[config.mk]
export PLATFORM = sky130hd
export DESIGN_NAME = tcp_retransmit_timer_queue_top
export DESIGN_NICKNAME = d
export VERILOG_FILES = /design/src/hdl/trtq_pkg.sv /design/src/hdl/trtq_front.sv /design/src/hdl/trtq_back.sv /design/src/hdl/tcp_retransmit_timer_queue_top.sv
export SDC_FILE = /design/constraint.sdc
export NUM_CORES = 2
export LEC_CHECK = 0
export ABC_AREA = 1
export BUFFER_PORTS_ARGS = -buffer_cell sky130_fd_sc_hd__buf_4
export CAP_MARGIN = 0
export CORE_ASPECT_RATIO = 1.4
export CORE_UTILIZATION = 30
export DETAILED_ROUTE_END_ITERATION = 8
export GPL_TIMING_DRIVEN = 0
export MAX_ROUTING_LAYER = met4
export SLEW_MARGIN = 20
export SYNTH_ARGS = -nofsm -noshare
export SYNTH_HDL_FRONTEND = slang
export SYNTH_SLANG_ARGS = --single-unit
[constraint.sdc]
create_clock -name clk -period 6.1 [get_ports clk]
set_input_delay 1.22 -clock clk [delete_from_list [all_inputs] [get_ports clk]]
set_output_delay 1.22 -clock clk [all_outputs]
set_load 0.03 [all_outputs]
[src/hdl/trtq_pkg.sv]
// Package for the retransmit timer queue: operation codes, result actions,
// register indexes and reset values. No dependencies.
package trtq_pkg;

  localparam int unsigned QueueDepthDefault = 16;

  typedef enum logic [1:0] {
    OP_TICK    = 2'd0,
    OP_ARM     = 2'd1,
    OP_ACK     = 2'd2,
    OP_ARM_TW  = 2'd3
  } op_t;

  typedef enum logic [1:0] {
    ACT_NONE   = 2'd0,
    ACT_RESEND = 2'd1,
    ACT_GIVEUP = 2'd2
  } act_t;

  localparam logic [1:0] REG_TICK_INTERVAL    = 2'd0;
  localparam logic [1:0] REG_INITIAL_TIMEOUT  = 2'd1;
  localparam logic [1:0] REG_TIMEWAIT_TIMEOUT = 2'd2;
  localparam logic [1:0] REG_MAX_RETRIES      = 2'd3;

  localparam logic [19:0] TICK_INTERVAL_RST    = 20'd100000;
  localparam logic [23:0] INITIAL_TIMEOUT_RST  = 24'd200000;
  localparam logic [26:0] TIMEWAIT_TIMEOUT_RST = 27'd2000000;
  localparam logic [2:0]  MAX_RETRIES_RST      = 3'd3;

  // One accepted item as it sits in the command queue.
  typedef struct packed {
    op_t         op;
    logic [7:0]  conn;
    logic [31:0] sseq;
    logic [31:0] aseq;
  } cmd_t;

  typedef struct packed {
    logic        status;
    logic        tw_done;
    logic [7:0]  tw_conn;
    act_t        action;
    logic [7:0]  r_conn;
    logic [31:0] r_seq;
    logic [2:0]  r_cnt;
  } res_t;

endpackage

[src/hdl/trtq_front.sv]
// Front part: accepts items into a two-entry command queue.
// Depends on trtq_pkg.
module trtq_front
  import trtq_pkg::*;
(
  input  logic       clk,
  input  logic       rst,
  input  logic       in_valid,
  output logic       in_ready,
  input  cmd_t       in_cmd,
  output logic       cmd_valid,
  input  logic       cmd_ready,
  output cmd_t       cmd
);

  cmd_t       slots [2];
  logic       wr_ptr;
  logic       rd_ptr;
  logic [1:0] fill;

  logic push;
  logic pop;

  assign in_ready  = (fill != 2'd2);
  assign cmd_valid = (fill != 2'd0);
  assign cmd       = slots[rd_ptr];
  assign push      = in_valid && in_ready;
  assign pop       = cmd_valid && cmd_ready;

  always_ff @(posedge clk) begin
    if (push) begin
      slots[wr_ptr] <= in_cmd;
    end
    if (rst) begin
      wr_ptr <= 1'b0;
      rd_ptr <= 1'b0;
      fill   <= 2'd0;
    end else begin
      if (push) begin
        wr_ptr <= ~wr_ptr;
      end
      if (pop) begin
        rd_ptr <= ~rd_ptr;
      end
      fill <= fill + {1'b0, push} - {1'b0, pop};
    end
  end

`ifndef SYNTHESIS
  a_no_overflow: assert property (@(posedge clk) disable iff (rst)
    (fill == 2'd2) |-> !push) else $error("command queue overflow");
  a_fill_range: assert property (@(posedge clk) disable iff (rst)
    fill != 2'd3) else $error("command queue count out of range");
  a_fill_track: assert property (@(posedge clk) disable iff (rst)
    (push && !pop && fill == 2'd0) |=> cmd_valid) else $error("lost item");
`endif

endmodule

[src/hdl/trtq_back.sv]
// Back part: timer queue memory, time-wait timer and the tick/ack walker.
// Depends on trtq_pkg.
module trtq_back
  import trtq_pkg::*;
#(
  parameter int unsigned QUEUE_DEPTH = QueueDepthDefault
) (
  input  logic        clk,
  input  logic        rst,
  input  logic        cmd_valid,
  output logic        cmd_ready,
  input  cmd_t        cmd,
  input  logic [19:0] tick_interval,
  input  logic [23:0] initial_timeout,
  input  logic [26:0] timewait_timeout,
  input  logic [2:0]  max_retries,
  output logic        res_valid,
  input  logic        res_ready,
  output res_t        res
);

  localparam int unsigned IW = (QUEUE_DEPTH > 1) ? $clog2(QUEUE_DEPTH) : 1;
  localparam int unsigned CW = $clog2(QUEUE_DEPTH + 1);

  typedef enum logic [2:0] {
    S_IDLE,
    S_TICK_RD,
    S_TICK_EV,
    S_ACK_RD,
    S_ACK_EV,
    S_OUT
  } state_t;

  state_t state;

  logic [31:0] mem_seq  [QUEUE_DEPTH];
  logic [31:0] mem_rem  [QUEUE_DEPTH];
  logic [2:0]  mem_ret  [QUEUE_DEPTH];
  logic [7:0]  mem_conn [QUEUE_DEPTH];

  logic [IW-1:0] head;
  logic [CW-1:0] count;
  logic [CW-1:0] pos;
  logic [IW-1:0] slot;

  logic          wait_armed;
  logic [31:0]   wait_rem;
  logic [7:0]    wait_conn;

  cmd_t        cur;
  logic [31:0] rd_seq;
  logic [31:0] rd_rem;
  logic [2:0]  rd_ret;
  logic [7:0]  rd_conn;

  logic [31:0] dec_rem;
  logic [31:0] tw_rem_next;
  logic [31:0] reload;
  logic [IW-1:0] tail_slot;
  logic [IW:0]   tail_sum;
  logic [IW:0]   slot_sum;
  logic          tw_fire;
  logic          q_full;

  assign cmd_ready = (state == S_IDLE) && !res_valid;

  assign dec_rem = (rd_rem > {12'd0, tick_interval}) ? rd_rem - {12'd0, tick_interval} : 32'd0;
  assign tw_rem_next = (wait_rem > {12'd0, tick_interval}) ?
                       wait_rem - {12'd0, tick_interval} : 32'd0;
  assign reload = {8'd0, initial_timeout} << rd_ret;
  assign tw_fire = wait_armed && (tw_rem_next == 32'd0);
  assign q_full  = (count == CW'(QUEUE_DEPTH));

  // Ring index arithmetic; values stay below twice the depth.
  assign tail_sum  = {1'b0, head} + (IW+1)'(count);
  assign tail_slot = (tail_sum >= (IW+1)'(QUEUE_DEPTH)) ?
                     IW'(tail_sum - (IW+1)'(QUEUE_DEPTH)) : IW'(tail_sum);
  assign slot_sum  = {1'b0, head} + (IW+1)'(pos);
  assign slot      = (slot_sum >= (IW+1)'(QUEUE_DEPTH)) ?
                     IW'(slot_sum - (IW+1)'(QUEUE_DEPTH)) : IW'(slot_sum);

  always_ff @(posedge clk) begin
    if (rst) begin
      state      <= S_IDLE;
      head       <= '0;
      count      <= '0;
      pos        <= '0;
      wait_armed <= 1'b0;
      wait_rem   <= 32'd0;
      wait_conn  <= 8'd0;
      res_valid  <= 1'b0;
    end else begin
      if (res_valid && res_ready) begin
        res_valid <= 1'b0;
      end
      case (state)
        S_IDLE: begin
          if (cmd_valid && cmd_ready) begin
            cur <= cmd;
            pos <= '0;
            case (cmd.op)
              OP_TICK: begin
                wait_rem <= tw_rem_next;
                if (tw_fire) begin
                  wait_armed <= 1'b0;
                end
                res <= '{status: 1'b0, tw_done: tw_fire,
                         tw_conn: tw_fire ? wait_conn : 8'd0, action: ACT_NONE,
                         r_conn: 8'd0, r_seq: 32'd0, r_cnt: 3'd0};
                state <= S_TICK_RD;
              end
              OP_ARM: begin
                res <= '{status: q_full, tw_done: 1'b0, tw_conn: 8'd0,
                         action: ACT_NONE, r_conn: 8'd0, r_seq: 32'd0, r_cnt: 3'd0};
                if (!q_full) begin
                  mem_seq[tail_slot]  <= cmd.sseq;
                  mem_rem[tail_slot]  <= {8'd0, initial_timeout};
                  mem_ret[tail_slot]  <= 3'd0;
                  mem_conn[tail_slot] <= cmd.conn;
                  count <= count + 1'b1;
                end
                state <= S_OUT;
              end
              OP_ACK: begin
                res   <= '0;
                state <= S_ACK_RD;
              end
              OP_ARM_TW: begin
                res        <= '0;
                wait_armed <= 1'b1;
                wait_rem   <= {5'd0, timewait_timeout};
                wait_conn  <= cmd.conn;
                state      <= S_OUT;
              end
              default: begin
                res   <= '0;
                state <= S_OUT;
              end
            endcase
          end
        end
        S_TICK_RD: begin
          if (pos == count) begin
            state <= S_OUT;
          end else begin
            rd_seq  <= mem_seq[slot];
            rd_rem  <= mem_rem[slot];
            rd_ret  <= mem_ret[slot];
            rd_conn <= mem_conn[slot];
            state   <= S_TICK_EV;
          end
        end
        S_TICK_EV: begin
          if (dec_rem != 32'd0) begin
            mem_rem[slot] <= dec_rem;
            pos   <= pos + 1'b1;
            state <= S_TICK_RD;
          end else begin
            if (rd_ret >= max_retries) begin
              res <= '{status: res.status, tw_done: res.tw_done, tw_conn: res.tw_conn,
                       action: ACT_GIVEUP, r_conn: rd_conn, r_seq: rd_seq,
                       r_cnt: rd_ret};
              mem_rem[slot] <= 32'd0;
            end else begin
              res <= '{status: res.status, tw_done: res.tw_done, tw_conn: res.tw_conn,
                       action: ACT_RESEND, r_conn: rd_conn, r_seq: rd_seq,
                       r_cnt: rd_ret + 3'd1};
              mem_rem[slot] <= reload;
              mem_ret[slot] <= rd_ret + 3'd1;
            end
            state <= S_OUT;
          end
        end
        S_ACK_RD: begin
          if (count == '0) begin
            state <= S_OUT;
          end else begin
            rd_seq <= mem_seq[head];
            state  <= S_ACK_EV;
          end
        end
        S_ACK_EV: begin
          if (rd_seq <= cur.aseq) begin
            head  <= (head == IW'(QUEUE_DEPTH - 1)) ? '0 : head + 1'b1;
            count <= count - 1'b1;
            state <= S_ACK_RD;
          end else begin
            state <= S_OUT;
          end
        end
        S_OUT: begin
          res_valid <= 1'b1;
          state     <= S_IDLE;
        end
        default: state <= S_IDLE;
      endcase
    end
  end

`ifndef SYNTHESIS
  a_count_range: assert property (@(posedge clk) disable iff (rst)
    count <= CW'(QUEUE_DEPTH)) else $error("queue count above depth");
  a_one_result: assert property (@(posedge clk) disable iff (rst)
    (state == S_OUT) |=> res_valid) else $error("result not posted");
  a_no_take_busy: assert property (@(posedge clk) disable iff (rst)
    res_valid |-> !cmd_ready) else $error("item taken with result pending");
  a_full_drop: assert property (@(posedge clk) disable iff (rst)
    (state == S_IDLE && cmd_valid && cmd_ready && cmd.op == OP_ARM &&
     count == CW'(QUEUE_DEPTH)) |=> $stable(count)) else $error("full arm changed queue");
`endif

endmodule

[src/hdl/tcp_retransmit_timer_queue_top.sv]
// Per item: an arm or time-wait arm goes straight to its result; a tick walks the
// entries from the head until one expires or all are walked; an ack pops entries
// from the head while their sequence is at most the acked one.
// One item at a time in the back part, which takes none while a result is pending;
// a two-entry command queue in front accepts meanwhile. Synchronous reset empties
// the queue, disarms time-wait and loads register defaults; no clearing pass.
// Top level of the retransmit timer queue. Depends on trtq_pkg, trtq_front,
// trtq_back.
module tcp_retransmit_timer_queue_top
  import trtq_pkg::*;
#(
  parameter int unsigned QUEUE_DEPTH = QueueDepthDefault
) (
  input  logic        clk,
  input  logic        rst,
  input  logic        cfg_we,
  input  logic [1:0]  cfg_index,
  input  logic [26:0] cfg_data,
  input  logic        in_valid,
  output logic        in_ready,
  input  logic [1:0]  operation,
  input  logic [7:0]  conn_id,
  input  logic [31:0] sent_seq,
  input  logic [31:0] acked_seq,
  output logic        out_valid,
  input  logic        out_ready,
  output logic        status,
  output logic        timewait_done,
  output logic [7:0]  timewait_conn,
  output logic [1:0]  retrans_action,
  output logic [7:0]  retrans_conn,
  output logic [31:0] retrans_seq,
  output logic [2:0]  retry_count
);

  logic [19:0] tick_interval;
  logic [23:0] initial_timeout;
  logic [26:0] timewait_timeout;
  logic [2:0]  max_retries;

  cmd_t in_cmd;
  cmd_t cmd;
  logic cmd_valid;
  logic cmd_ready;
  res_t res;

  always_ff @(posedge clk) begin
    if (rst) begin
      tick_interval    <= TICK_INTERVAL_RST;
      initial_timeout  <= INITIAL_TIMEOUT_RST;
      timewait_timeout <= TIMEWAIT_TIMEOUT_RST;
      max_retries      <= MAX_RETRIES_RST;
    end else if (cfg_we) begin
      case (cfg_index)
        REG_TICK_INTERVAL:    tick_interval    <= cfg_data[19:0];
        REG_INITIAL_TIMEOUT:  initial_timeout  <= cfg_data[23:0];
        REG_TIMEWAIT_TIMEOUT: timewait_timeout <= cfg_data;
        REG_MAX_RETRIES:      max_retries      <= cfg_data[2:0];
        default: ;
      endcase
    end
  end

  assign in_cmd.op   = op_t'(operation);
  assign in_cmd.conn = conn_id;
  assign in_cmd.sseq = sent_seq;
  assign in_cmd.aseq = acked_seq;

  trtq_front u_front (
    .clk       (clk),
    .rst       (rst),
    .in_valid  (in_valid),
    .in_ready  (in_ready),
    .in_cmd    (in_cmd),
    .cmd_valid (cmd_valid),
    .cmd_ready (cmd_ready),
    .cmd       (cmd)
  );

  trtq_back #(.QUEUE_DEPTH(QUEUE_DEPTH)) u_back (
    .clk              (clk),
    .rst              (rst),
    .cmd_valid        (cmd_valid),
    .cmd_ready        (cmd_ready),
    .cmd              (cmd),
    .tick_interval    (tick_interval),
    .initial_timeout  (initial_timeout),
    .timewait_timeout (timewait_timeout),
    .max_retries      (max_retries),
    .res_valid        (out_valid),
    .res_ready        (out_ready),
    .res              (res)
  );

  assign status         = res.status;
  assign timewait_done  = res.tw_done;
  assign timewait_conn  = res.tw_conn;
  assign retrans_action = res.action;
  assign retrans_conn   = res.r_conn;
  assign retrans_seq    = res.r_seq;
  assign retry_count    = res.r_cnt;

endmodule

Yosys cells after proc, flatten, opt, wreduce, memory -nomap -nowiden
Memory sizes are Yosys's and may differ from the RTL's. A register that Yosys moved wholly into a read port is not among the register bits. Index checks and enable logic that the tools add are counted.

Reduce and logical (&&, ||, !) cells: 37. $lt $le $gt $ge: 6. Shift-type cells: 1. Multiplexer cells: 68. $add $sub $neg: 13. Bitwise gates (word level): 7. Equal/unequal tests: 24.

Operators with widths (count): $mux 32 (7); $pmux 55 s3 (1); $pmux 32 s2 (2); $mux 55 (2); $pmux 55 s2 (1); $gt 32x20->1 (2); $sub 32x20->32 (2); $mux 45 (1); $le 32x32->1 (1); $logic_not 32->1 (1); $reduce_bool 32->1 (1); $reduce_or 32->1 (1); $shl 24x3->32 (1); $mux 1 (30); $mux 5 (6); $mux 4 (7); $pmux 5 s2 (2); $reduce_and 4->1 (4); $mux 3 (5); $pmux 3 s5 (1); $reduce_and 3->1 (5); $ne 2x2->1 const B (7); $reduce_bool 2->1 (6); $add 4x5->5 (2); 32 further kinds (58).

Input port bits: 108. RAM bits: 1348. Bits in registers: 256. Memories: 5.

Memory list: u_back.mem_rem (words 16, bits a word 32, read ports 1, clocked after Yosys merged registers in 1, wr ports 1, RTL line trtq_back.sv:37) `logic [31:0] mem_rem [QUEUE_DEPTH];`; u_back.mem_seq (words 16, bits a word 32, read ports 2, clocked after Yosys merged registers in 1, wr ports 1, RTL line trtq_back.sv:36) `logic [31:0] mem_seq [QUEUE_DEPTH];`; u_front.slots (words 2, bits a word 74, read ports 1, clocked after Yosys merged registers in 1, wr ports 1, RTL line trtq_front.sv:16) `cmd_t slots [2];`; u_back.mem_conn (words 16, bits a word 8, read ports 1, clocked after Yosys merged registers in 1, wr ports 1, RTL line trtq_back.sv:39) `logic [7:0] mem_conn [QUEUE_DEPTH];`; u_back.mem_ret (words 16, bits a word 3, read ports 1, clocked after Yosys merged registers in 1, wr ports 1, RTL line trtq_back.sv:38) `logic [2:0] mem_ret [QUEUE_DEPTH];`.

Logic depth before layout (Yosys ltp)
Depth after elaboration: 11. Mapped depth: 26. Depth with buffers taken out: 26.

Modules after synthesis
Synthesis repeated with hierarchy kept, for this count alone.

Cell total of the unflattened synthesis: 7287. Area, all modules: 75917.8 um^2.

By module, submodules not included: trtq_back (cells an instance 6581, sequential area each 42160.4 um^2, times used 1, area each 67044.3 um^2); trtq_front (cells an instance 267, sequential area each 4544.4 um^2, times used 1, area each 5830.6 um^2); tcp_retransmit_timer_queue_top (cells an instance 439, sequential area each 1481.4 um^2, times used 1, area each 3042.9 um^2).

Least setup slack after synthesis
OpenSTA, ideal clock, no wires.

Path kind: input port to flip-flop. Start point: input port rst. End point: register u_back.rd_seq[0] (enable). Arrival: 4.779 ns. Required time: 5.599 ns. Stages: 3. Setup slack: 0.819 ns. Path through: clkbuf_1 > clkbuf_1 > nor4_1.

Longest elaborated chain between the ends: 2.

RTL lines: start, declared (RTL line tcp_retransmit_timer_queue_top.sv:15) `input logic rst,`; $not 1->1 (no source line); $reduce_and 4->1 (no source line); end signal, assigned (RTL line trtq_back.sv:146) `rd_seq <= mem_seq[slot];`; end signal, assigned (RTL line trtq_back.sv:178) `rd_seq <= mem_seq[head];`; end, declared (RTL line trtq_back.sv:51) `logic [31:0] rd_seq;`.

No other way between the ends. A chain may end at the register's enable or synchronous reset.

Worst setup path in the final report
Start point: register u_back.pos[0]. End point: memory u_back.mem_rem[7][19] (enable).

Longest elaborated chain between the ends: 4. Elaborated cells between the ends (all ways): 5.

RTL lines: start, declared (RTL line trtq_back.sv:43) `logic [CW-1:0] pos;`; start signal, assigned (RTL line trtq_back.sv:156) `pos <= pos + 1'b1;`; $add 4x5->5 (*) (RTL line trtq_back.sv:78) `assign slot_sum = {1'b0, head} + (IW+1)'(pos);`; $sub 4x1->4 / $ge 5x5->1 (equally long branches) (RTL line trtq_back.sv:80, trtq_back.sv:79); $mux 4 (*) (RTL line trtq_back.sv:79) `assign slot = (slot_sum >= (IW+1)'(QUEUE_DEPTH)) ?`; $mux 4 (no source line) (*); end, declared (RTL line trtq_back.sv:37).

Mark *: on every way between the ends. The rest lies on a longest branch, timed or not.

==> out/metrics.csv <==
stage,metric,value,unit
run_status,outcome,finished with violations,
cells_and_area,multi_input_area,0.0234,sq mm
die,die_w,424,um
die,dieArea,0.252,sq mm
worst_setup_path,reg2reg_to,u_back.mem_rem[7][19],
yosys,synth.distinct_cells,51,
timing,maxSlewViolCount,0,
clocking,clk_latency,0.88,ns
timing,worst_pin_slew,1.26,ns
routing,antenna_left,0,
global_routing,grt_max_degree,26,
min_path,hp-start,u_back.wait_rem[0],
placed_design,dp_hpwl,217000,um
clocking,cts.path.max_buffers,3,
die,ioPinCount,165,
worst_setup_path,cp-start-kind,flop,
routing,drt_iter0_markers,7138,
timing,finalCritPeriodShare,0.940,
placed_design,place_area,0.0822,sq mm
worst_setup_path,arrival,6.27,ns
die,initial_core_util,0.302,
power_and_ir_drop,power.density,432,mW/mm^2
clocking,clk_pin_slew_worst_paths,0.06,ns
timing,relSlewSlack,0.158,
power_and_ir_drop,p_leak,31.0,nW
timing,fin_skew,0.0786,ns
global_routing,grt_pass1_vias,58300,
run,max_cap_violations,0,
yosys,syn_inst,7138,
timing,max_freq,0.174,GHz
placed_design,globalplace.congestion,0.999,
power_and_ir_drop,total_power,0.0378,W
placed_design,place_inst,10700,
yosys,synthFlopType,edfxtp_1,
clocking,cts_resized,0,
timing,period_needed,5.73,ns
worst_setup_path,crit_fanout,17,
clocking,ctsHtreeMaxLevel,4,
timing,finalHoldViolations,0,
cells_and_area,nFillCells,24600,
die,dieHeight,593,um
cells_and_area,area_delta_synth_final,17.0,%
worst_setup_path,reg2regPathDepth,11,
clocking,cts_tree,done,
placed_design,numPortBuffers,163,
global_routing,grt_overflow,0,
worst_setup_path,endpoint_kind,flop,
cells_and_area,fin_area,0.0876,sq mm
clocking,hold_buffers,0,
yosys,synth_fp_nets,7344,
routing,vias,59700,
worst_setup_path,rrSetupSlack,0.37,ns
timing,rsz0062_at_grt,false,
routing,wirelength,293000,um
yosys,ys_ff_latch,1652,
worst_setup_path,worstSetupPathType,reg -> reg,
cells_and_area,finalNetCount,7752,
cells_and_area,final_cells,11000,
routing,dr.pass1.iters,9,
clocking,cts_made_buffers,164,
min_path,hold_path.class,reg -> reg,
power_and_ir_drop,vdd_drop_max,0.339,mV
yosys,async_reset_ff_frac,0,
yosys,synth-edff-count,1510,
yosys,yosysWarnings,0,
run_status,violations,design-rule violations,
clocking,cts.sinks,1652,
global_routing,grt_pass1_wl,409000,um
global_routing,grt_use_total,0.232,
yosys,yosysSeqAreaShare,0.644,
clocking,postCtsSetupBuffers,0,
routing,viasPerCell,5.44,
die,core_area,0.248,sq mm
clocking,cts_root_buf,clkbuf_16,
yosys,syn_area,0.0749,sq mm
worst_setup_path,required,6.64,ns
die,row_count,216,
cells_and_area,regArea,0.0482,sq mm
routing,post-route-drc-count,39,
min_path,hold_depth,2,
routing,wl_per_cell,26.7,um
timing,finalSetupViolCount,0,
yosys,avgSynthCellArea,10.5,sq um
global_routing,antenna_found_initial,25,
cells_and_area,drive_gt1_frac,0.0946,
min_path,holdPathEnd,u_back.wait_rem[0],
worst_setup_path,reg2reg_from,u_back.pos[0],
## where the power goes
group | switching (W) | internal, W
Combinational | 0.0100 | 0.00344
Sequential | 0.000357 | 0.0138
Clock | 0.00458 | 0.00567
## layout make-up
class / instances / area share
well taps: 3270 / 0.0467
repair buffers: 242 / 0.0329
diodes: 16 / 0.000457
inverters: 518 / 0.0222
flip-flops and latches: 1652 / 0.550
clock inverters: 108 / 0.0121
multi-input cells: 4520 / 0.267
plain buffers: 448 / 0.0201
clock buffers: 195 / 0.0487
## cells in the mapped netlist (5+ instances only)
cell | number | area share
a31oi_1 | 5 | 0.00042
o21ai_0 | 1164 | 0.078
dfxtp_1 | 142 | 0.038
o221ai_1 | 197 | 0.023
nand3_2 | 7 | 0.00094
a32oi_1 | 6 | 0.00070
buf_1 | 46 | 0.0023
nor2_1 | 877 | 0.044
nand2_1 | 948 | 0.048
edfxtp_1 | 1510 | 0.61
ha_1 | 93 | 0.016
nor2_2 | 8 | 0.00067
nor4_1 | 6 | 0.00050
nand2_2 | 13 | 0.0011
inv_2 | 7 | 0.00035
nand3_1 | 366 | 0.024
a211oi_1 | 5 | 0.00050
clkbuf_1 | 381 | 0.019
o211ai_1 | 59 | 0.0059
a21oi_1 | 528 | 0.035
inv_1 | 507 | 0.025
xnor2_1 | 13 | 0.0015
xor2_1 | 26 | 0.0030
buf_2 | 14 | 0.00094
nand3b_1 | 5 | 0.00050
fa_1 | 5 | 0.0013
nor3_1 | 22 | 0.0015
nand4_1 | 24 | 0.0020
a21o_1 | 7 | 0.00070
nor2_4 | 6 | 0.00090
a31o_2 | 25 | 0.0029
mux2_2 | 72 | 0.011
## layer usage
layer  vias to the layer above  GRT usage  wire, um
met5                         -          -         0
met4                         0      0.174     25000
met3                      1003     0.0359     22300
met2                      3493      0.398    146000
met1                     28900      0.241     99500
li1                      26300          -         -
## metrics by stage
stage | setup WS (ns) | TNS, ns | util | hold WS [ns]
global route | 0.435 | 0 | 0.354 | 0.494
CTS | 0.639 | 0 | 0.354 | 0.471
detailed placement | 0.639 | 0 | 0.332 | 0.462
finish | 0.366 | 0 | 0.354 | 0.471
global placement | -3.23 | -2991.41 | 0.324 | 0.455
floorplan | 0.819 | 0 | - | 0.424
## cell families after synthesis
logic type,count (synthesis),share of synthesized area
buffers and inverters,966,0.0492
AND/OR/NAND/NOR,2297,0.126
flip-flops,1652,0.644
XOR/XNOR,39,0.00456
AO/OA/AOI/OAI,2011,0.149
multiplexers,75,0.0112
adder cells (fa/ha/maj),98,0.0169
## how the worst max path moves through the flow
stage | endpoint | slack [ns] | startpoint
global placement | u_back.mem_seq[9][23] | -3.23 | flop
finish | u_back.mem_rem[7][19] | 0.37 | u_back.pos[0]
detailed placement | u_back.mem_rem[7][18] | 0.64 | u_back.pos[0]
CTS | u_back.mem_rem[7][19] | 0.64 | u_back.pos[0]
floorplan | u_back.rd_seq[0] | 0.82 | rst
global route | u_back.mem_rem[7][16] | 0.43 | u_back.head[0]
## worst max-delay path, stage by stage (launching register included)
cell,delay [ns]
dfxtp_1,0.39
ha_1,0.33
buf_2,0.38
buf_2,0.36
buf_2,0.56
clkbuf_1,0.94
clkbuf_1,0.77
nand2_1,0.10
o21ai_0,0.18
nand3_1,0.39
nor2_4,0.75
buf_16,0.26
## cells in the final DEF, fill, tap and decap left out, types with 26 or more instances in the layout
| cell type | instances |
|---|---|
| clkinv_2 | 40 |
| buf_12 | 35 |
| dfxtp_1 | 142 |
| clkinv_1 | 34 |
| nand3_1 | 366 |
| o21ai_0 | 1161 |
| inv_1 | 507 |
| a21oi_1 | 521 |
| ha_1 | 93 |
| nand2_1 | 948 |
| clkbuf_16 | 165 |
| clkbuf_1 | 398 |
| buf_16 | 28 |
| buf_4 | 169 |
| edfxtp_1 | 1510 |
| mux2_2 | 72 |
| buf_1 | 44 |
| o211ai_1 | 59 |
| nor2_4 | 42 |
| o221ai_1 | 197 |
| xor2_1 | 26 |
| nor2_1 | 835 |
## state kept, by name, summed over array words and instances (netlist names), 2 cells and up, named ones only
name and count:
u_front.slots 148, initial_timeout 24, u_back.wait_conn 8, u_front.fill 2, u_back.mem_conn 128, u_back.state 3, u_back.mem_seq 512, u_back.rd_ret 3
timewait_timeout 27, u_back.wait_rem 32, u_back.mem_rem 512, u_back.res 55, u_back.cur 32, u_back.pos 5, u_back.mem_ret 48, u_back.head 4
u_back.rd_conn 8, u_back.rd_rem 32, u_back.rd_seq 32, tick_interval 20, max_retries 3, u_back.count 5
Power figures use the tool's default switching activity.
